`src/hdl/d96_pkg.sv`:
```
package d96_pkg;

    localparam int MANT_W = 96;
    localparam int SCALE_W = 5;
    localparam int MAX_SCALE = 28;
    localparam int REM_W = MANT_W + 4;
    localparam int CNT_W = 7;

    localparam logic [1:0] ST_OK = 2'd0;
    localparam logic [1:0] ST_OVF_POS = 2'd1;
    localparam logic [1:0] ST_OVF_NEG = 2'd2;
    localparam logic [1:0] ST_DIV_ZERO = 2'd3;

    // 2^96 / 10 rounded half to even.
    localparam logic [MANT_W-1:0] CARRY_MANT = 96'h1999_9999_9999_9999_9999_999A;

    typedef struct packed {
        logic [REM_W-1:0] diff;
        logic             ge;
    } alu_res_t;

endpackage

```
`src/hdl/d96_alu.sv`:
```
module d96_alu
(
    input  logic [d96_pkg::REM_W-1:0] a,
    input  logic [d96_pkg::REM_W-1:0] b,
    output d96_pkg::alu_res_t         res
);

    logic [d96_pkg::REM_W:0] wide;

    // One wide subtract; the borrow tells whether a >= b.
    assign wide = {1'b0, a} - {1'b0, b};
    assign res.diff = wide[d96_pkg::REM_W-1:0];
    assign res.ge = ~wide[d96_pkg::REM_W];

endmodule

```
`src/hdl/decimal96_divide_top.sv`:
```
// Signed 96-bit decimal divider with round half to even. One item is taken at a
// time: in_stall stays high from acceptance until the result item is taken.
// An item passes a divisor check, restoring binary division for the integer
// quotient, then up to 56 decimal digits (up to 28 to bring the scale to zero
// and up to 28 more), each made by scaling the remainder by ten, up to nine
// trial subtracts plus a step that settles the digit, and an append; then the
// rounding digit and the rounding itself. The binary division and the trial
// subtracts share the single 100-bit subtract unit. A zero divisor goes from
// the divisor check straight to the result item.
module decimal96_divide_top
(
    input  logic        clk,
    input  logic        rst_n,
    input  logic        in_valid,
    output logic        in_stall,
    input  logic [63:0] dividend_low,
    input  logic [31:0] dividend_high,
    input  logic [4:0]  dividend_scale,
    input  logic        dividend_negative,
    input  logic [63:0] divisor_low,
    input  logic [31:0] divisor_high,
    input  logic [4:0]  divisor_scale,
    input  logic        divisor_negative,
    output logic        out_valid,
    input  logic        out_stall,
    output logic [63:0] quotient_low,
    output logic [31:0] quotient_high,
    output logic [4:0]  quotient_scale,
    output logic        quotient_negative,
    output logic [1:0]  status
);

    localparam int RW = d96_pkg::REM_W;
    localparam int MW = d96_pkg::MANT_W;

    typedef enum logic [3:0] {
        S_IDLE,
        S_CHECK,
        S_INT,
        S_MUL,
        S_SUB,
        S_APPEND,
        S_ROUND,
        S_DONE
    } state_t;

    state_t state_reg;
    logic [MW-1:0] a_reg, b_reg;
    logic [RW-1:0] r_reg, t_reg;
    logic [RW-1:0] q_reg, qt_reg;
    logic [d96_pkg::CNT_W-1:0] cnt_reg;
    logic [3:0] dig_reg;
    logic signed [6:0] scale_reg;
    logic neg_reg, need_reg, rest_reg, tail_reg;
    logic [3:0] d_reg;
    logic out_valid_reg;
    logic [63:0] ql_reg;
    logic [31:0] qh_reg;
    logic [4:0] qs_reg;
    logic qn_reg;
    logic [1:0] st_reg;

    logic [RW-1:0] alu_a;
    logic [RW-1:0] r_shift;
    d96_pkg::alu_res_t alu_res;

    assign r_shift = {r_reg[RW-2:0], a_reg[MW-1]};
    assign alu_a = (state_reg == S_INT) ? r_shift : t_reg;

    d96_alu u_alu
    (
        .a   (alu_a),
        .b   ({4'd0, b_reg}),
        .res (alu_res)
    );

    logic [4:0] sa, sb;
    assign sa = (dividend_scale > 5'(d96_pkg::MAX_SCALE)) ? 5'(d96_pkg::MAX_SCALE)
                                                           : dividend_scale;
    assign sb = (divisor_scale > 5'(d96_pkg::MAX_SCALE)) ? 5'(d96_pkg::MAX_SCALE)
                                                          : divisor_scale;

    logic [RW-1:0] q10;
    logic fits;
    logic inc_mant;
    logic [RW-1:0] q_inc;
    assign q10 = (q_reg << 3) + (q_reg << 1) + {{(RW-4){1'b0}}, dig_reg};
    assign fits = (qt_reg[RW-1:MW] == '0);
    assign inc_mant = (d_reg > 4'd5)
                   || (d_reg == 4'd5 && (rest_reg || q_reg[0]));
    assign q_inc = q_reg + {{(RW-1){1'b0}}, 1'b1};

    assign in_stall = (state_reg != S_IDLE);
    assign out_valid = out_valid_reg;
    assign quotient_low = ql_reg;
    assign quotient_high = qh_reg;
    assign quotient_scale = qs_reg;
    assign quotient_negative = qn_reg;
    assign status = st_reg;

    always_ff @(posedge clk or negedge rst_n)
    begin
        if (!rst_n)
        begin
            state_reg <= S_IDLE;
            out_valid_reg <= 1'b0;
            cnt_reg <= '0;
        end
        else
        begin
            unique case (state_reg)
                S_IDLE:
                begin
                    if (in_valid)
                    begin
                        a_reg <= {dividend_high, dividend_low};
                        b_reg <= {divisor_high, divisor_low};
                        scale_reg <= 7'(sa) - 7'(sb);
                        neg_reg <= dividend_negative ^ divisor_negative;
                        r_reg <= '0;
                        q_reg <= '0;
                        cnt_reg <= '0;
                        need_reg <= 1'b0;
                        tail_reg <= 1'b0;
                        state_reg <= S_CHECK;
                    end
                end
                S_CHECK:
                begin
                    if (b_reg == '0)
                    begin
                        ql_reg <= '0;
                        qh_reg <= '0;
                        qs_reg <= '0;
                        qn_reg <= 1'b0;
                        st_reg <= d96_pkg::ST_DIV_ZERO;
                        out_valid_reg <= 1'b1;
                        state_reg <= S_DONE;
                    end
                    else
                    begin
                        state_reg <= S_INT;
                    end
                end
                S_INT:
                begin
                    r_reg <= alu_res.ge ? alu_res.diff : r_shift;
                    q_reg <= {q_reg[RW-2:0], alu_res.ge};
                    a_reg <= {a_reg[MW-2:0], 1'b0};
                    cnt_reg <= cnt_reg + 1'b1;
                    if (cnt_reg == 7'(MW - 1))
                    begin
                        state_reg <= S_MUL;
                    end
                end
                S_MUL:
                begin
                    // Decide whether another digit is wanted at all.
                    if (scale_reg >= 0
                        && (r_reg == '0 || scale_reg >= 7'(d96_pkg::MAX_SCALE)))
                    begin
                        state_reg <= S_ROUND;
                    end
                    else
                    begin
                        t_reg <= (r_reg << 3) + (r_reg << 1);
                        dig_reg <= '0;
                        state_reg <= S_SUB;
                    end
                end
                S_SUB:
                begin
                    if (dig_reg < 4'd9 && alu_res.ge)
                    begin
                        t_reg <= alu_res.diff;
                        dig_reg <= dig_reg + 1'b1;
                    end
                    else
                    begin
                        qt_reg <= q10;
                        state_reg <= tail_reg ? S_ROUND : S_APPEND;
                        if (tail_reg)
                        begin
                            d_reg <= dig_reg;
                            rest_reg <= (t_reg != '0);
                            need_reg <= 1'b1;
                        end
                    end
                end
                S_APPEND:
                begin
                    if (!fits)
                    begin
                        if (scale_reg < 0)
                        begin
                            ql_reg <= '0;
                            qh_reg <= '0;
                            qs_reg <= '0;
                            qn_reg <= 1'b0;
                            st_reg <= neg_reg ? d96_pkg::ST_OVF_NEG
                                              : d96_pkg::ST_OVF_POS;
                            out_valid_reg <= 1'b1;
                            state_reg <= S_DONE;
                        end
                        else
                        begin
                            d_reg <= dig_reg;
                            rest_reg <= (t_reg != '0);
                            need_reg <= 1'b1;
                            state_reg <= S_ROUND;
                        end
                    end
                    else
                    begin
                        q_reg <= qt_reg;
                        r_reg <= t_reg;
                        scale_reg <= scale_reg + 7'sd1;
                        state_reg <= S_MUL;
                    end
                end
                S_ROUND:
                begin
                    if (!need_reg && r_reg != '0)
                    begin
                        // One extra digit only for the rounding decision.
                        tail_reg <= 1'b1;
                        t_reg <= (r_reg << 3) + (r_reg << 1);
                        dig_reg <= '0;
                        state_reg <= S_SUB;
                    end
                    else
                    begin
                        out_valid_reg <= 1'b1;
                        state_reg <= S_DONE;
                        if (!(need_reg && inc_mant))
                        begin
                            st_reg <= d96_pkg::ST_OK;
                            ql_reg <= q_reg[63:0];
                            qh_reg <= q_reg[MW-1:64];
                            qs_reg <= scale_reg[4:0];
                            qn_reg <= (q_reg != '0) & neg_reg;
                        end
                        else if (q_inc[RW-1:MW] == '0)
                        begin
                            st_reg <= d96_pkg::ST_OK;
                            ql_reg <= q_inc[63:0];
                            qh_reg <= q_inc[MW-1:64];
                            qs_reg <= scale_reg[4:0];
                            qn_reg <= neg_reg;
                        end
                        else if (scale_reg > 0)
                        begin
                            st_reg <= d96_pkg::ST_OK;
                            ql_reg <= d96_pkg::CARRY_MANT[63:0];
                            qh_reg <= d96_pkg::CARRY_MANT[MW-1:64];
                            qs_reg <= 5'(scale_reg - 7'sd1);
                            qn_reg <= neg_reg;
                        end
                        else
                        begin
                            ql_reg <= '0;
                            qh_reg <= '0;
                            qs_reg <= '0;
                            qn_reg <= 1'b0;
                            st_reg <= neg_reg ? d96_pkg::ST_OVF_NEG
                                              : d96_pkg::ST_OVF_POS;
                        end
                    end
                end
                S_DONE:
                begin
                    if (!out_stall)
                    begin
                        out_valid_reg <= 1'b0;
                        state_reg <= S_IDLE;
                    end
                end
                default:
                begin
                    state_reg <= S_IDLE;
                end
            endcase
        end
    end

`ifndef NO_ASSERTIONS
    a_busy_no_out: assert property (@(posedge clk) disable iff (!rst_n)
        out_valid |-> in_stall)
        else $error("result shown while idle");
    a_zero_status: assert property (@(posedge clk) disable iff (!rst_n)
        (out_valid && status != d96_pkg::ST_OK) |->
        (quotient_low == '0 && quotient_high == '0 && !quotient_negative))
        else $error("error result carries a mantissa");
    a_scale_range: assert property (@(posedge clk) disable iff (!rst_n)
        out_valid |-> quotient_scale <= 5'(d96_pkg::MAX_SCALE))
        else $error("scale out of range");
`endif

endmodule
```
`config.mk`:
```
export PLATFORM = sky130hd
export DESIGN_NAME = decimal96_divide_top
export DESIGN_NICKNAME = d
export VERILOG_FILES = /design/src/hdl/d96_pkg.sv /design/src/hdl/d96_alu.sv /design/src/hdl/decimal96_divide_top.sv
export SDC_FILE = /design/constraint.sdc
export NUM_CORES = 2
export LEC_CHECK = 0
export BUFFER_PORTS_ARGS = -buffer_cell sky130_fd_sc_hd__buf_2
export CAP_MARGIN = 20
export CORE_MARGIN = 2
export CORE_UTILIZATION = 55
export CTS_BUF_LIST = sky130_fd_sc_hd__clkbuf_4 sky130_fd_sc_hd__clkbuf_8 sky130_fd_sc_hd__clkbuf_16
export DETAILED_ROUTE_END_ITERATION = 10
export PLACE_DENSITY = 0.73
export SLEW_MARGIN = 25
export SYNTH_ARGS = -nofsm -noshare
export SYNTH_HDL_FRONTEND = slang
export SYNTH_SLANG_ARGS = --single-unit
```
`constraint.sdc`:
```
create_clock -name clk -period 17.9 [get_ports clk]
set_input_delay 3.58 -clock clk [delete_from_list [all_inputs] [get_ports clk]]
set_output_delay 3.58 -clock clk [all_outputs]
set_load 0.02 [all_outputs]
```
== After elaboration in Yosys (flattened, before gate mapping) ==
Cells that the tools add are included.

* Bits in registers: 727
* Input bits: 208
* Output and inout port bits: 106

* Add/subtract/negate cells: 10
* $lt $le $gt $ge: 8
* Eq/ne operators: 23
* Mux-type cells: 100
* Bitwise operators: 4
* Reduce and logical (&&, ||, !) cells: 40

{| class="wikitable"
|+ Operators with widths
! kind !! count
|-
| 100-bit case mux with 3 select lines || 3
|-
| 100-bit two-way mux || 8
|-
| 64-bit two-way mux || 7
|-
| 100-bit nonzero test || 3
|-
| 100-bit adder || 2
|-
| 32-bit two-way mux || 6
|-
| 64-bit case mux with 3 select lines || 1
|-
| 96-bit case mux with 2 select lines || 1
|-
| 100-bit by 96-bit subtractor with 101-bit output || 1
|-
| 100-bit by 1-bit adder with 100-bit output (second input constant) || 1
|-
| 100-bit by 4-bit adder with 100-bit output || 1
|-
| 100-bit logical NOT || 1
|-
| 96-bit logical NOT || 1
|-
| 96-bit two-way mux || 1
|-
| 32-bit case mux with 3 select lines || 1
|-
| 4-bit two-way mux || 12
|-
| 5-bit two-way mux || 9
|-
| 4-bit case mux with 8 select lines || 1
|-
| 29-bit two-way mux || 1
|-
| 7-bit case mux with 2 select lines || 2
|-
| 2-bit != test (second input constant) || 13
|-
| 1-bit two-way mux || 23
|-
| 2-bit two-way mux || 11
|-
| 7-bit two-way mux || 3
|-
| 41 further kinds || 72
|}

== Depth between registers and ports, before layout ==
* Word-level depth: 7
* Gate-level depth with buffers: 25

== Modules after synthesis ==
From an unflattened synthesis, not the netlist that was laid out.

* Cell total of the unflattened synthesis: 5,900
* Area, all modules: 52,927.0 um^2

{| class="wikitable"
|+ By module, submodules not included
! module !! instances !! cells each !! area an instance (um^2) !! sequential area each (um^2)
|-
| decimal96_divide_top || 1 || 4,853 || 46,349.5 || 21,745.9
|-
| d96_alu || 1 || 1,047 || 6,577.6 || 0.0
|}

== Least setup slack after synthesis ==
OpenSTA, ideal clock, no wires.

* Kind: input to register
* From: input in_valid
* To: register q_reg[0] (enable)
* Library setup time: 828 ps
* Data arrival time: 13,435 ps
* Setup slack: 3,638 ps
* Stages on the path: 3
* Path buffers: 0
* Cells stage by stage: and2_1 a21oi_1 a21oi_1

* Word-level cells in the longest chain between the ends: 2

{| class="wikitable"
|+ RTL lines
! item !! line !! text
|-
| start: declaration || decimal96_divide_top.sv:14 || <nowiki>input logic in_valid,</nowiki>
|-
| 2-bit != test (no line) || - ||
|-
| 4-bit AND reduction (no line) || - ||
|-
| end signal: assignment || decimal96_divide_top.sv:148 || <nowiki>q_reg <= {q_reg[RW-2:0], alu_res.ge};</nowiki>
|-
| end signal: assignment || decimal96_divide_top.sv:215 || <nowiki>q_reg <= qt_reg;</nowiki>
|-
| end: declaration || decimal96_divide_top.sv:50 || <nowiki>logic [RW-1:0] q_reg, qt_reg;</nowiki>
|}

Every way passes these cells.
A chain may end at the register's enable or synchronous reset.

== Worst setup path after layout ==
* From: register state_reg[0]
* To: register t_reg[16] (enable)

* Word-level cells in the longest chain between the ends: 7
* Elaborated cells on any way between the ends: 13
* Those cells by class: 1 x add/sub; 7 x eq/ne; 1 x mux; 1 x bitwise; 3 x reduce/logical

{| class="wikitable"
|+ RTL lines
! item !! line !! text
|-
| start: declaration || decimal96_divide_top.sv:47 || <nowiki>state_t state_reg;</nowiki>
|-
| start signal: assignment || decimal96_divide_top.sv:181 || <nowiki>state_reg <= tail_reg ? S_ROUND : S_APPEND;</nowiki>
|-
| 4-bit by 2-bit equality test with 1-bit output || decimal96_divide_top.sv:68 || <nowiki>assign alu_a = (state_reg == S_INT) ? r_shift : t_reg;</nowiki>
|-
| 100-bit two-way mux || decimal96_divide_top.sv:68 ||
|-
| 100-bit by 96-bit subtractor with 101-bit output || d96_alu.sv:11 || <nowiki>assign wide = {1'b0, a} - {1'b0, b};</nowiki>
|-
| 1-bit inverter || d96_alu.sv:13 || <nowiki>assign res.ge = ~wide[d96_pkg::REM_W];</nowiki>
|-
| 1-bit logical AND || decimal96_divide_top.sv:173 || <nowiki>if (dig_reg < 4'd9 && alu_res.ge)</nowiki>
|-
| 2-bit != test (no line) || - ||
|-
| 5-bit AND reduction (no line) (*) || - ||
|-
| end signal: assignment || decimal96_divide_top.sv:166 || <nowiki>t_reg <= (r_reg << 3) + (r_reg << 1);</nowiki>
|-
| end signal: assignment || decimal96_divide_top.sv:175 || <nowiki>t_reg <= alu_res.diff;</nowiki>
|-
| end signal: assignment || decimal96_divide_top.sv:227 || <nowiki>t_reg <= (r_reg << 3) + (r_reg << 1);</nowiki>
|-
| end: declaration || decimal96_divide_top.sv:49 || <nowiki>logic [RW-1:0] r_reg, t_reg;</nowiki>
|}

Mark *: on every way between the ends. The rest lies on a longest branch, timed or not.

==> results by stage <==
Setup path:
- Along the worst path, the maximum fanout reaches 68.
- The data required time at the worst endpoint is 18200 ps.
- The number of cells traversed by the worst register-to-register path is 22.
- The internal reg-to-reg setup slack is 9630 ps.
- The worst register-to-register path ends at t_reg[16].
- The arrival time reported for the critical path endpoint is 8570 ps.
- The critical setup path kind is flip-flop to flip-flop.
- The endpoint kind of the worst setup timing path is a flip-flop.
- The startpoint of the worst setup timing path is state_reg[0].
- The startpoint type of the worst setup path is a flip-flop.
- In this run the critical register-to-register path is launched from state_reg[0].

Worst hold path:
- Counting instances, the worst hold path has a depth of 1.
- The path category of the worst min-delay check is flip-flop to flip-flop.
- The worst hold path terminates at cnt_reg[6].
- The startpoint identified for the worst hold timing path is cnt_reg[6].

CTS:
- In this run, CTS created clock tree buffers numbering 82.
- Hold repair after CTS inserted 0 buffers.
- The clock tree synthesis step divided the H-tree into 3 levels.
- The clock passes through at most 3 buffers.
- Clock tree synthesis found a total of 726 sinks.
- Buffers added to address setup during post-CTS repair amount to 0.
- The clock tree root buffer cell is sky130_fd_sc_hd__clkbuf_16.
- The clock latency of the later-clocked register in the worst-skew pair is 690 ps.
- Once the clock tree was built, the resizer swapped 0 gates to a different size.
- Clock-pin slew was measured on the worst setup and hold paths at 60 ps.
- The TritonCTS clock tree is done.

STA:
- The setup TNS is 0 ps.
- Timing would allow up to 0.121 GHz.
- The smallest clock period supported by the final layout is computed as 8270 ps.
- The final period utilization is 46.2%.
- The number of setup violations in the final report is 0.
- At the pin with the least slew margin, the transition time is 1200 ps.
- Setup repair after global routing left no endpoint under its margin.
- Measured against its own limit, the worst slew margin works out to 19.1%.
- The total count of hold-check failures in the final report is 0.
- Clock skew on the completed layout was measured at 45.0 ps.
- The final count of pins violating max slew is 0.

Synth:
- The number of library cell types mapped by synthesis is 95.
- Summed over its instances, the top area cell type makes up 41.0% of the synthesized netlist area.
- The Yosys step of the flow raised 0 warnings.
- The summed instance area of the synthesized netlist is 0.0524 sq mm.
- The top flip-flop cell by instance count after synthesis is sky130_fd_sc_hd__edfxtp_1.
- Synthesis produced a netlist with a net count of 6450.
- By area the synthesized netlist is led by sky130_fd_sc_hd__edfxtp_1, sky130_fd_sc_hd__ha_1, sky130_fd_sc_hd__nand2_1.
- A synthesized cell averages 8.98 sq um.
- The flip-flop and latch count after synthesis is 726.
- The share of flip-flops with an asynchronous set or reset after synthesis is 1.52%.
- The sequential share of the synthesized area is 41.5%.
- The synthesized instance count is 5839.
- The number of synthesized flops with an enable pin is 715.
- The biggest area consumer among synthesized cells is sky130_fd_sc_hd__edfxtp_1.

Die:
- From bottom edge to top edge, the die measures 313 um.
- The die is 313 um wide.
- The top-level I/O count is 314.
- The floorplan has 113 rows.
- The die covers 0.0978 sq mm.
- In this run the standard cell core region covers 0.0947 sq mm.
- The effective utilization at floorplan is 55.3%.

Placed design:
- The half-perimeter wire length after detailed placement is 126000 um.
- The number of port buffers is 313.
- The weighted congestion reported at the end of routability-driven placement is 0.999.

Final layout:
- The signed area change from the synthesized netlist to the final layout is 9.99%.
- The share of the core filled with cells in the final layout is 60.9%.
- Of the cells placed in the final design, the portion with a size suffix greater than 1 is 9.36%.
- The number of nets in the layout is 6571.
- The filler cell count is 8102.

Route:
- Before antenna repair, the detailed router went through 7 iterations.
- The first routing iteration left 5731 violations.
- Once detail routing completed, the nets flagged for antenna violations numbered 0.
- The total DRC errors in the routed layout is 0.
- The routed via count divided by cell count is 6.45.
- The final routed wirelength across all metal layers is 170000 um.
- The average wire per cell in the routed design is 23.3 um.
- The vias after detailed routing is 47100.

Power:
- The worst vdd rail ir drop is 0.0903 mV.
- The overall power after layout is 10.0 mW.
- The leakage power summed over all cells is 23.3 nW.
- The power per cell area is 174 mW/mm^2.

Run status:
- The run finished with clean final reports.

GRT:
- The global-route wire length before repair is 258000 um.
- The maximum number of pins on one net before global-route repair is 180.
- The global-route track usage on met3 is 6.35%.
- The overall global routing resource usage is 33.7%.
- For met2 alone, demand over resource in global routing was 52.7%.
- The number of antenna violations at the first check in global routing came to 5.
- The global routing met1 resource utilization is 46.5%.
- After global routing the overflow that remains totals 0.
- The busiest metal layer after global routing is met2.
- The number of global-route vias before repair was 44200.

Job:
- The number of max-capacitance violations reported is 0.
==> per-layer routing <==
metal	routed length, um	share of wire [%]
met1	70300	41
met2	76000	45
met3	16900	9.9
met4	7020	4.1
met5	21	0.012
==> worst max path at each step <==
stage,endpoint,depth (start not counted)
after floorplan,q_reg[0],3
after global placement,t_reg[16],22
after detailed placement,t_reg[16],22
after CTS,t_reg[65],22
after global routing,t_reg[17],22
final,t_reg[16],22
==> final cells by class <==
cell class                      instances  area [sq um]  area share, %
Tap cell                             1265          1580           2.75
Clock inverter                         57           706           1.22
Inverter                              203           762           1.32
Clock buffer                           93          2150           3.73
Multi-Input combinational cell       4597         28800           50.0
Antenna cell                            1          2.50        0.00434
Timing Repair Buffer                  350          1880           3.26
Sequential cell                       726         21700           37.7
==> worst max-delay path, cell delays in order, from the launching register on <==
cell and delay [ps]:
sky130_fd_sc_hd__dfrtp_1 540, sky130_fd_sc_hd__clkinv_1 290, sky130_fd_sc_hd__nand2_1 160, sky130_fd_sc_hd__nor2_4 760, sky130_fd_sc_hd__buf_4 710, sky130_fd_sc_hd__nand2_1 110, sky130_fd_sc_hd__nand2_1 130, sky130_fd_sc_hd__fa_1 240
sky130_fd_sc_hd__a21oi_1 110, sky130_fd_sc_hd__nor2_1 170, sky130_fd_sc_hd__or4b_1 220, sky130_fd_sc_hd__nand3_1 110, sky130_fd_sc_hd__a21oi_1 410, sky130_fd_sc_hd__a211oi_2 230, sky130_fd_sc_hd__o21ai_1 600, sky130_fd_sc_hd__a21o_1 290
sky130_fd_sc_hd__a2111oi_2 120, sky130_fd_sc_hd__nor2_4 120, sky130_fd_sc_hd__buf_4 510, sky130_fd_sc_hd__nand3_1 250, sky130_fd_sc_hd__a311oi_4 330, sky130_fd_sc_hd__buf_4 480, sky130_fd_sc_hd__buf_4 850
==> synthesized netlist by cell type, types with 72 or more instances <==
library cell / n
sky130_fd_sc_hd__o21bai_1: 72
sky130_fd_sc_hd__xor2_1: 153
sky130_fd_sc_hd__nor4_1: 129
sky130_fd_sc_hd__nor2_1: 428
sky130_fd_sc_hd__xnor2_1: 200
sky130_fd_sc_hd__nand4_1: 157
sky130_fd_sc_hd__a21oi_1: 517
sky130_fd_sc_hd__nor3_1: 96
sky130_fd_sc_hd__ha_1: 398
sky130_fd_sc_hd__nand3_1: 115
sky130_fd_sc_hd__a21o_1: 146
sky130_fd_sc_hd__clkbuf_1: 267
sky130_fd_sc_hd__inv_1: 201
sky130_fd_sc_hd__a22o_1: 91
sky130_fd_sc_hd__nand2_1: 1096
sky130_fd_sc_hd__edfxtp_1: 715
sky130_fd_sc_hd__o21ai_0: 386
sky130_fd_sc_hd__mux2i_1: 79
==> cells in the final DEF, fill, tap and decap left out, types with 37 or more instances in the layout <==
cell type / synthesis / layout
sky130_fd_sc_hd__a21o_1: 146 / 146
sky130_fd_sc_hd__a21oi_1: 517 / 516
sky130_fd_sc_hd__a22o_1: 91 / 91
sky130_fd_sc_hd__a31oi_1: 37 / 37
sky130_fd_sc_hd__buf_2: 23 / 313
sky130_fd_sc_hd__clkbuf_16: 0 / 83
sky130_fd_sc_hd__edfxtp_1: 715 / 715
sky130_fd_sc_hd__ha_1: 398 / 398
sky130_fd_sc_hd__inv_1: 201 / 201
sky130_fd_sc_hd__mux2i_1: 79 / 79
sky130_fd_sc_hd__nand2_1: 1096 / 1093
sky130_fd_sc_hd__nand3_1: 115 / 115
sky130_fd_sc_hd__nand4_1: 157 / 157
sky130_fd_sc_hd__nor2_1: 428 / 420
sky130_fd_sc_hd__nor3_1: 96 / 96
sky130_fd_sc_hd__nor4_1: 129 / 126
sky130_fd_sc_hd__o21ai_0: 386 / 386
sky130_fd_sc_hd__o21bai_1: 72 / 72
sky130_fd_sc_hd__xnor2_1: 200 / 200
sky130_fd_sc_hd__xor2_1: 153 / 153
==> cells by family (layout without fill, tap and decap cells) <==
family                     after synthesis  after routing  share of synthesized area, %
AOI/OAI and AO/OA                     1551           1551                          18.7
DFF                                    726            726                          41.5
and+or+nand+nor                       2211           2211                          18.9
buffers and inverters                  516            703                          3.85
adders and majority gates              403            403                          9.69
other                                    0              1                             0
muxes                                   79             79                          1.51
xor gates and xnor gates               353            353                          5.90
==> through the flow <==
stage | setup slack (ps) | std cells | hold WS [ps] | instance area [sq um]
floorplan | 3640 | 5839 | 457 | 52400
global placement | 9930 | 7140 | 480 | 54700
detailed placement | 9840 | 7140 | 491 | 54700
CTS | 9800 | 7290 | 506 | 57600
global route | 9210 | 7291 | 524 | 57600
finish | 9630 | 7292 | 496 | 57600
==> where the power goes <==
group	total [mW]	switching [mW]	internal, mW	leakage, nW
sequential	2.98	0.409	2.57	6.74
clock	1.81	0.754	1.06	1.39
combinational	5.24	3.42	1.82	15.2
total	10.0	4.59	5.45	23.3
(Power assumes the default switching activity.)
